$ cat src/hdl/min_priority_queue_array_macros.svh
// Assertion macros used by the queue top level.
`ifndef MIN_PRIORITY_QUEUE_ARRAY_MACROS_SVH
`define MIN_PRIORITY_QUEUE_ARRAY_MACROS_SVH

// The consequent must hold in the same cycle as the antecedent.
`define MPQ_ASSERT_SAME(lbl, ante, cons, msg) \
  lbl: assert property (@(posedge clk) disable iff (rst) (ante) |-> (cons)) else $error(msg);

// The consequent must hold in the cycle after the antecedent.
`define MPQ_ASSERT_NEXT(lbl, ante, cons, msg) \
  lbl: assert property (@(posedge clk) disable iff (rst) (ante) |=> (cons)) else $error(msg);

`endif

$ cat src/hdl/mpq_pkg.sv
// Package with types, codes and sizes for the minimum-first priority queue.
package mpq_pkg;

  // Store geometry.
  localparam int DEPTH   = 64;
  localparam int ADDR_W  = $clog2(DEPTH);
  localparam int HELD_W  = $clog2(DEPTH + 1);
  localparam int VALUE_W = 32;
  localparam int COUNT_W = 7;

  // Command codes.
  localparam logic [1:0] CMD_INSERT = 2'd0;
  localparam logic [1:0] CMD_DELETE = 2'd1;
  localparam logic [1:0] CMD_PEEK   = 2'd2;

  // Status codes.
  localparam logic [1:0] ST_OK    = 2'd0;
  localparam logic [1:0] ST_FULL  = 2'd1;
  localparam logic [1:0] ST_EMPTY = 2'd2;

  // One command item.
  typedef struct packed {
    logic [1:0]                command;
    logic signed [VALUE_W-1:0] value;
  } in_item_t;

  // One result item.
  typedef struct packed {
    logic [1:0]                status;
    logic signed [VALUE_W-1:0] min_value;
    logic [COUNT_W-1:0]        count;
  } out_item_t;

  // Control that travels with each read returning from the store.
  typedef struct packed {
    logic              valid;
    logic              first;
    logic [ADDR_W-1:0] idx;
  } scan_ctl_t;

  // The reported count is the low bits of the fill level.
  function automatic logic [COUNT_W-1:0] to_count(input logic [HELD_W-1:0] h);
    return COUNT_W'(h);
  endfunction

endpackage

$ cat src/hdl/mpq_ram.sv
// Generic single-write, single-read memory with registered read data.
module mpq_ram #(
  parameter int WIDTH  = 32,
  parameter int DEPTH  = 64,
  parameter int ADDR_W = $clog2(DEPTH)
) (
  input  logic              clk,
  input  logic              we,
  input  logic [ADDR_W-1:0] waddr,
  input  logic [WIDTH-1:0]  wdata,
  input  logic              re,
  input  logic [ADDR_W-1:0] raddr,
  output logic [WIDTH-1:0]  rdata
);

  logic [WIDTH-1:0] mem [DEPTH];

  // Write port.
  always_ff @(posedge clk) begin
    if (we) begin
      mem[waddr] <= wdata;
    end
  end

  // Read port; the read data is registered.
  always_ff @(posedge clk) begin
    if (re) begin
      rdata <= mem[raddr];
    end
  end

endmodule

$ cat src/hdl/mpq_min_scan.sv
// Running minimum over the stream of entries read back from the store.
module mpq_min_scan (
  input  logic                              clk,
  input  mpq_pkg::scan_ctl_t                ctl,
  input  logic signed [mpq_pkg::VALUE_W-1:0] data,
  output logic signed [mpq_pkg::VALUE_W-1:0] best_val,
  output logic [mpq_pkg::ADDR_W-1:0]        best_idx,
  output logic signed [mpq_pkg::VALUE_W-1:0] last_val
);
  import mpq_pkg::*;

  // Keep the first smallest entry; a later equal one does not replace it.
  // The last entry seen is kept to fill the hole left by a delete.
  always_ff @(posedge clk) begin
    if (ctl.valid) begin
      if (ctl.first || (data < best_val)) begin
        best_val <= data;
        best_idx <= ctl.idx;
      end
      last_val <= data;
    end
  end

endmodule

$ cat src/hdl/min_priority_queue_array.sv
// Top level of the minimum-first priority queue over an on-chip store.
//
//   Channel   Ports               Handshake
//   command   start, busy, item   taken at an edge with start high, busy low
//   result    done, result        valid for one cycle while done is high
//
// Insert, and any command that finds the store full or empty, gives its result
// in the cycle after it is taken. Delete and peek read every held entry
// through the single read port of the store, one per cycle, and give the result
// after the scan, drain and finish states. Reset is synchronous and empties the
// queue; the store itself is not cleared. Results cannot be stalled, and a new
// command may be taken in the same cycle that a result is shown.
module min_priority_queue_array (
  input  logic               clk,
  input  logic               rst,
  input  logic               start,
  output logic               busy,
  input  mpq_pkg::in_item_t  item,
  output logic               done,
  output mpq_pkg::out_item_t result
);
  import mpq_pkg::*;

  `include "min_priority_queue_array_macros.svh"

  typedef enum logic [1:0] {
    S_IDLE,
    S_SCAN,
    S_DRAIN,
    S_FINISH
  } state_t;

  state_t             state;
  logic               is_delete;
  logic [HELD_W-1:0]  held;
  logic [ADDR_W-1:0]  cnt;
  scan_ctl_t          pipe;
  logic               accept;

  logic               we;
  logic [ADDR_W-1:0]  waddr;
  logic [VALUE_W-1:0] wdata;
  logic               re;
  logic [VALUE_W-1:0] rdata;

  logic signed [VALUE_W-1:0] best_val;
  logic [ADDR_W-1:0]         best_idx;
  logic signed [VALUE_W-1:0] last_val;

  assign busy   = (state != S_IDLE);
  assign accept = start && !busy;

  // Store write: append on insert, or move the last entry into the slot of
  // the removed minimum. Reads only happen while scanning, so they never
  // overlap a write.
  always_comb begin
    we    = 1'b0;
    waddr = ADDR_W'(held);
    wdata = item.value;
    if (accept && (item.command == CMD_INSERT) && (held < HELD_W'(DEPTH))) begin
      we = 1'b1;
    end else if ((state == S_FINISH) && is_delete) begin
      we    = 1'b1;
      waddr = best_idx;
      wdata = last_val;
    end
  end

  assign re = (state == S_SCAN);

  mpq_ram #(
    .WIDTH (VALUE_W),
    .DEPTH (DEPTH),
    .ADDR_W(ADDR_W)
  ) u_ram (
    .clk  (clk),
    .we   (we),
    .waddr(waddr),
    .wdata(wdata),
    .re   (re),
    .raddr(cnt),
    .rdata(rdata)
  );

  mpq_min_scan u_scan (
    .clk     (clk),
    .ctl     (pipe),
    .data    (rdata),
    .best_val(best_val),
    .best_idx(best_idx),
    .last_val(last_val)
  );

  // Command sequencer with the fill level and the registered result.
  always_ff @(posedge clk) begin
    if (rst) begin
      state      <= S_IDLE;
      held       <= '0;
      cnt        <= '0;
      pipe.valid <= 1'b0;
      done       <= 1'b0;
      is_delete  <= 1'b0;
    end else begin
      done       <= 1'b0;
      pipe.valid <= 1'b0;
      unique case (state)
        S_IDLE: begin
          if (accept) begin
            result.min_value <= '0;
            result.status    <= ST_OK;
            result.count     <= to_count(held);
            cnt              <= '0;
            is_delete        <= (item.command == CMD_DELETE);
            case (item.command)
              CMD_INSERT: begin
                done <= 1'b1;
                if (held < HELD_W'(DEPTH)) begin
                  held         <= held + HELD_W'(1);
                  result.count <= to_count(held + HELD_W'(1));
                end else begin
                  result.status <= ST_FULL;
                end
              end
              CMD_DELETE, CMD_PEEK: begin
                if (held == '0) begin
                  done          <= 1'b1;
                  result.status <= ST_EMPTY;
                end else begin
                  state <= S_SCAN;
                end
              end
              default: begin
                done <= 1'b1;
              end
            endcase
          end
        end
        S_SCAN: begin
          // Issue one read per cycle; the control follows the read data.
          pipe.valid <= 1'b1;
          pipe.first <= (cnt == '0);
          pipe.idx   <= cnt;
          if (HELD_W'(cnt) == held - HELD_W'(1)) begin
            state <= S_DRAIN;
          end else begin
            cnt <= cnt + ADDR_W'(1);
          end
        end
        S_DRAIN: begin
          // The last entry is taken in by the scan during this cycle.
          state <= S_FINISH;
        end
        S_FINISH: begin
          done  <= 1'b1;
          state <= S_IDLE;
          if (is_delete) begin
            held         <= held - HELD_W'(1);
            result.count <= to_count(held - HELD_W'(1));
          end else begin
            result.min_value <= best_val;
          end
        end
        default: begin
          state <= S_IDLE;
        end
      endcase
    end
  end

  // Checks on sequencing and fill level.
  `MPQ_ASSERT_SAME(a_done_idle, done, !busy, "result shown while busy")
  `MPQ_ASSERT_SAME(a_held_bound, 1'b1, held <= HELD_W'(DEPTH), "fill level beyond depth")
  `MPQ_ASSERT_NEXT(a_accept_progress, accept, done || busy, "accepted item dropped")
  `MPQ_ASSERT_SAME(a_full_level, done && (result.status == ST_FULL),
                   held == HELD_W'(DEPTH), "full status below depth")

endmodule

$ cat config.mk
export PLATFORM = sky130hd
export DESIGN_NAME = min_priority_queue_array
export DESIGN_NICKNAME = d
export VERILOG_FILES = /design/src/hdl/mpq_pkg.sv /design/src/hdl/mpq_ram.sv /design/src/hdl/mpq_min_scan.sv /design/src/hdl/min_priority_queue_array.sv
export VERILOG_INCLUDE_DIRS = /design/src /design/src/hdl
export SDC_FILE = /design/constraint.sdc
export NUM_CORES = 2
export LEC_CHECK = 0
export ABC_CLOCK_PERIOD_IN_PS = 6450
export BUFFER_PORTS_ARGS = -buffer_cell sky130_fd_sc_hd__buf_2
export CORE_UTILIZATION = 40
export DETAILED_ROUTE_END_ITERATION = 7
export GPL_TIMING_DRIVEN = 0
export SYNTH_ARGS = -nofsm -noshare
export SYNTH_HDL_FRONTEND = slang
export SYNTH_SLANG_ARGS = --single-unit
$ cat constraint.sdc
create_clock -name clk -period 6.45 [get_ports clk]
set_input_delay 1.6125 -clock clk [delete_from_list [all_inputs] [get_ports clk]]
set_output_delay 1.6125 -clock clk [all_outputs]
set_load 0.01 [all_outputs]
# == Word level (Yosys, flattened, before mapping) ==
# Memories as Yosys holds them, arrays and structs flattened. A register that Yosys moved wholly into a read port is not among the register bits.
# Cells that the tools add are included.
# classes
add_sub_neg,3
mul,0
div_mod_pow,0
n_lt_le_gt_ge,2
n_eq_ne,13
n_shift,0
muxes,32
n_bitwise,1
n_reduce_logical,23
# ops
cell,n
two-way mux 32 bit,3
case mux 39 bit (2 select lines),1
two-way mux 39 bit,1
less-than comparator 32 bit,1
two-way mux 7 bit,4
two-way mux 6 bit,4
case mux 7 bit (2 select lines),1
case mux 6 bit (2 select lines),1
AND reduction 4 bit,3
two-way mux 2 bit,5
!= test 2 bit (second input constant),5
AND reduction 3 bit,3
two-way mux 1 bit,8
two-way mux 8 bit,1
case mux 2 bit (4 select lines),1
adder 7 x 1 -> 7 bit (second input constant),1
equality test 6 x 7 -> 1 bit,1
logical NOT 7 bit,1
less-than comparator 7 bit (second input constant),1
subtractor 7 x 1 -> 7 bit (second input constant),1
adder 6 x 1 -> 6 bit (second input constant),1
equality test 2 bit (second input constant),3
logical NOT 6 bit,1
AND reduction 2 bit,3
11 further kinds,19
# word_totals
register_bits,136
latchBits,0
ram_bits,2048
rom_bits,0
inputBits,37
out_inout_bits,43
word_cells,89
mem_count,1
# mem_list
name,words,width,read_ports,rd_ports_with_merged_regs,wr,line_no,text
u_ram.mem,64,32,1,1,1,mpq_ram.sv:16,logic [WIDTH-1:0] mem [DEPTH];

# == Longest topological paths before layout ==
# depth
depth_word,8
depth_mapped,11

# == By module ==
# A second synthesis with hierarchy kept.
# hier_totals
hier_cells,3824
hier_area_um2,85370.6
# by_module_without_submodules
module,instances,cells_per_inst,area_each_um2,seq_area_each_um2
mpq_ram,1,3324,78835.6,62459.9
min_priority_queue_array,1,314,3609.7,1801.7
mpq_min_scan,1,186,2925.3,2102.0

# == Worst setup path after synthesis ==
# No wires, ideal clock.
# synth_timing
kind,register to register
start,register u_ram.rdata[22] (read register of u_ram.mem)
end,"register u_scan.best_idx[0] (netlist name), enable pin"
setup_time_ps,502
t_arrival_ps,4783
required_ps,5948
setup_slack_ps,1164
path_stages_with_launch,8
cell_sequence,edfxtp_1 ha_1 a21o_1 a221o_1 a221o_1 a211oi_1 o21ai_0 a311oi_1
# synth_between
elab_chain_len,3
# synth_rtl
item,line_no,text
from (decl),mpq_ram.sv:13,output logic [WIDTH-1:0] rdata
less-than comparator 32 bit,mpq_min_scan.sv:16,if (ctl.first || (data < best_val)) begin
logical OR 1 bit,mpq_min_scan.sv:16,
AND reduction 2 bit (no source line),n/a,
to (signal assigned),mpq_min_scan.sv:18,best_idx <= ctl.idx;
to (decl),mpq_min_scan.sv:7,"output logic [mpq_pkg::ADDR_W-1:0] best_idx,"
# No other way between the ends.
# A chain may end at the register's enable or synchronous reset.

==> flow_summary.yaml <==
status:
  status: "complete, but fails checks"
  violations: "capacitance limit, slew limit"
sta:
  max_slew_margin_pct: -4.49
  fin_tns_setup_ns: 0
  finalHoldViolations: 0
  period_needed_ns: 5.07
  skew_ns: 0.0284
  tightest_slew_ns: 1.57
  rsz0062_at_grt: "false"
  max_freq_mhz: 197
  setup_ws_ns: 1.38
  drv_slew: 11
  period_share_pct: 78.6
  setup_violations: 0
  worst_hold_slack_ns: 0.421
cts:
  cts_buffers: 207
  cts_htree_levels: 4
  worstSkewPairLatency_ns: 0.86
  cts_hold_buf: 0
  clockRootBuffer: "clkbuf_16"
  cts_setup_buffers: 0
  cts_sinks: 2216
  cts_resized: 0
  cts_max_path_buffers: 3
  cts_tree: "done"
  clkTransAtPathRegs_ns: 0.07
layout:
  fin_util_pct: 46.5
  stdcell_area_um2: 98800
  nets: 4325
  area_delta_synth_final_pct: 15.2
  drive_above_1_share_pct: 28.3
  final_cell_count_no_fill: 7238
global_routing:
  grt_usage_pct: 22.3
  grt_pass1_vias: 42100
  grt_max_degree: 65
  grt.overflow.total: 0
  antenna_found_initial: 14
  grt_pass1_wl_mm: 335
synthesis:
  synth_cell_types: 54
  syn_nets: 3934
  ys_ff_latch: 2216
  async_flop_share_pct: 0
  ys.flop_type: "edfxtp_1"
  syn_inst: 3854
  synth_area_um2: 85800
  ys_seq_area_share_pct: 77.4
  avgSynthCellArea_um2: 22.3
  synth-edff-count: 2198
  synth-warning-count: 0
power:
  p_leak_nw: 29.9
  p_comb_share_pct: 8.8
  p_int_mw: 23.7
  p_per_area_nw_per_um2: 311
  netSwitchingPower_mw: 7.02
  swShare_pct: 22.9
  vdd_drop_max_mv: 0.278
  p_total_mw: 30.7
  clkPwrFrac_pct: 38.4
  p_seq_share_pct: 52.8
critical_path:
  crit_path_max_incr_delay_ns: 0.93
  worstPathRequired_ns: 6.97
  critPathMaxFanout: 10
  rr_startpoint: "cnt[2]"
  crit_slowest_cell: "a21oi_1"
  worst_setup_path_start_kind: "register"
  critPathBufInv: 5
  worstSetupStartpoint: "cnt[2]"
  end_kind: "register"
  critPathTopFamily: "buffers and inverters"
  cp.arrival_ns: 5.59
  critical_path_class: "register to register"
  path_cells: "buf_4 > buf_4 > buf_2 > buf_1 > buf_2 > mux2i_1 > o221ai_1 > a21oi_1 > nor2_1"
drt:
  drc: 0
  via_per_inst: 5.95
  first_pass_iters: 8
  drt-initial-drc-count: 6240
  wl_per_cell_um: 33.5
  vias: 43000
  wl_mm: 242
  postRouteAntennaNets: 0
placed_design:
  dpl_worst_slack_ns: 0.646
  dpl.cell_count: 6857
  post-dp-hpwl_mm: 160
  dpl_cell_area_um2: 92400
  io_buffers: 79
  place.gp.congestion: 0.912
die:
  rows: 169
  core_um2: 213000
  ioPinCount: 80
  start_util_pct: 40.4
  dieArea_um2: 216000
  die_width_um: 465
  die_y_um: 465
flow_run:
  cap_violations: 1
worst_hold_path:
  holdCritPathClass: "register to register"
  hold_path.startpoint: "pipe[4]"
-- worst reg2reg max path, cell delays in order (launching register included) --
cell and delay (ns):
dfxtp_1 0.44, buf_4 0.27, buf_4 0.34, buf_2 0.61
buf_1 0.77, buf_2 0.60, mux2i_1 0.33, o221ai_1 0.15
a21oi_1 0.93, nor2_1 0.30
-- final cells by class --
class | instances | area [µm²]
diodes | 4 | 10.0
multi-input cells | 1390 | 18900
well taps | 2821 | 3530
repair buffers | 182 | 2490
plain buffers | 203 | 1010
clock inverters | 133 | 1050
flip-flops and latches | 2216 | 66400
clock buffers | 244 | 5360
inverters | 45 | 169
fillers | 17400 | 114000
-- cells in the final DEF (no fill, tap or decap), types with 22 or more instances in the layout --
cell type / instances
clkinv_1: 63
nor2_1: 63
nand2_1: 137
buf_2: 136
o21ai_0: 22
o221ai_1: 22
a21oi_1: 61
nand2_2: 26
mux2i_1: 95
nor2_4: 64
buf_4: 36
buf_12: 91
a211oi_1: 43
and2_1: 46
clkinv_2: 39
edfxtp_1: 2198
nor2b_1: 22
inv_1: 45
ha_1: 42
mux4_2: 586
clkbuf_16: 209
clkbuf_1: 124
-- flip-flops by register name, indices dropped and copies added (netlist names) --
name             count
u_ram.mem         2048
result              41
u_ram.rdata         32
u_scan.best_val     32
u_scan.last_val     32
pipe                 8
held                 7
cnt                  6
u_scan.best_idx      6
state                2
done                 1
is_delete            1
-- Yosys cell counts, types with 9 or more instances --
| library cell | instances | share of area [%] |
|---|---|---|
| nand2_1 | 169 | 0.74 |
| buf_2 | 57 | 0.33 |
| o221ai_1 | 22 | 0.22 |
| nor2_1 | 127 | 0.56 |
| xnor2_1 | 9 | 0.092 |
| edfxtp_1 | 2198 | 77 |
| dfxtp_1 | 18 | 0.42 |
| mux2i_1 | 95 | 1.1 |
| nand3_1 | 12 | 0.070 |
| a21o_1 | 9 | 0.079 |
| a211oi_1 | 44 | 0.39 |
| o21ai_0 | 22 | 0.13 |
| clkbuf_1 | 89 | 0.39 |
| o22ai_1 | 17 | 0.12 |
| mux4_2 | 586 | 15 |
| and2_1 | 46 | 0.34 |
| ha_1 | 43 | 0.63 |
| a31oi_1 | 13 | 0.095 |
| nor3_1 | 9 | 0.053 |
| buf_1 | 16 | 0.070 |
| buf_4 | 36 | 0.32 |
| inv_1 | 45 | 0.20 |
| nand2b_1 | 10 | 0.073 |
| nand4_1 | 9 | 0.066 |
| nor2b_1 | 22 | 0.16 |
| a21oi_1 | 61 | 0.36 |
-- per-layer routing --
layer / GRT usage [%] / part of all wire (%) / vias to the layer above
met5: 0 / 0.014 / -
met1: 32.0 / 41 / 23300
met3: 4.10 / 9.4 / 412
met2: 34.1 / 46 / 2331
li1: - / - / 17000
met4: 8.12 / 3.8 / 6
-- kinds of logic after synthesis --
group           share of synthesized area, %
flops                                   77.4
mux                                     16.5
simple gates                            2.32
buf+inv                                 1.37
fa+ha+maj                              0.627
compound gates                          1.68
xor+xnor                               0.131
-- power by group through the flow --
stage                     Combinational, mW  Sequential (mW)  Clock, mW
after detailed placement               2.71             16.5          0
after floorplan                        1.73             16.5          0
after global placement                 2.59             16.6          0
after global routing                   2.86             16.2       12.4
final                                  2.71             16.2       11.8
after CTS                              2.71             16.2       11.9
-- worst paths after layout --
kind / end / slack (ns) / depth (start not counted)
worst min-delay path: u_scan.best_idx[4] / 0.42 / 0
worst min register to register: u_scan.best_idx[4] / 0.42 / 0
worst max-delay path: u_ram.rdata[12] / 1.38 / 9
worst max register to register: u_ram.rdata[12] / 1.38 / 9
No activity file was read; power rests on OpenSTA's default activity.
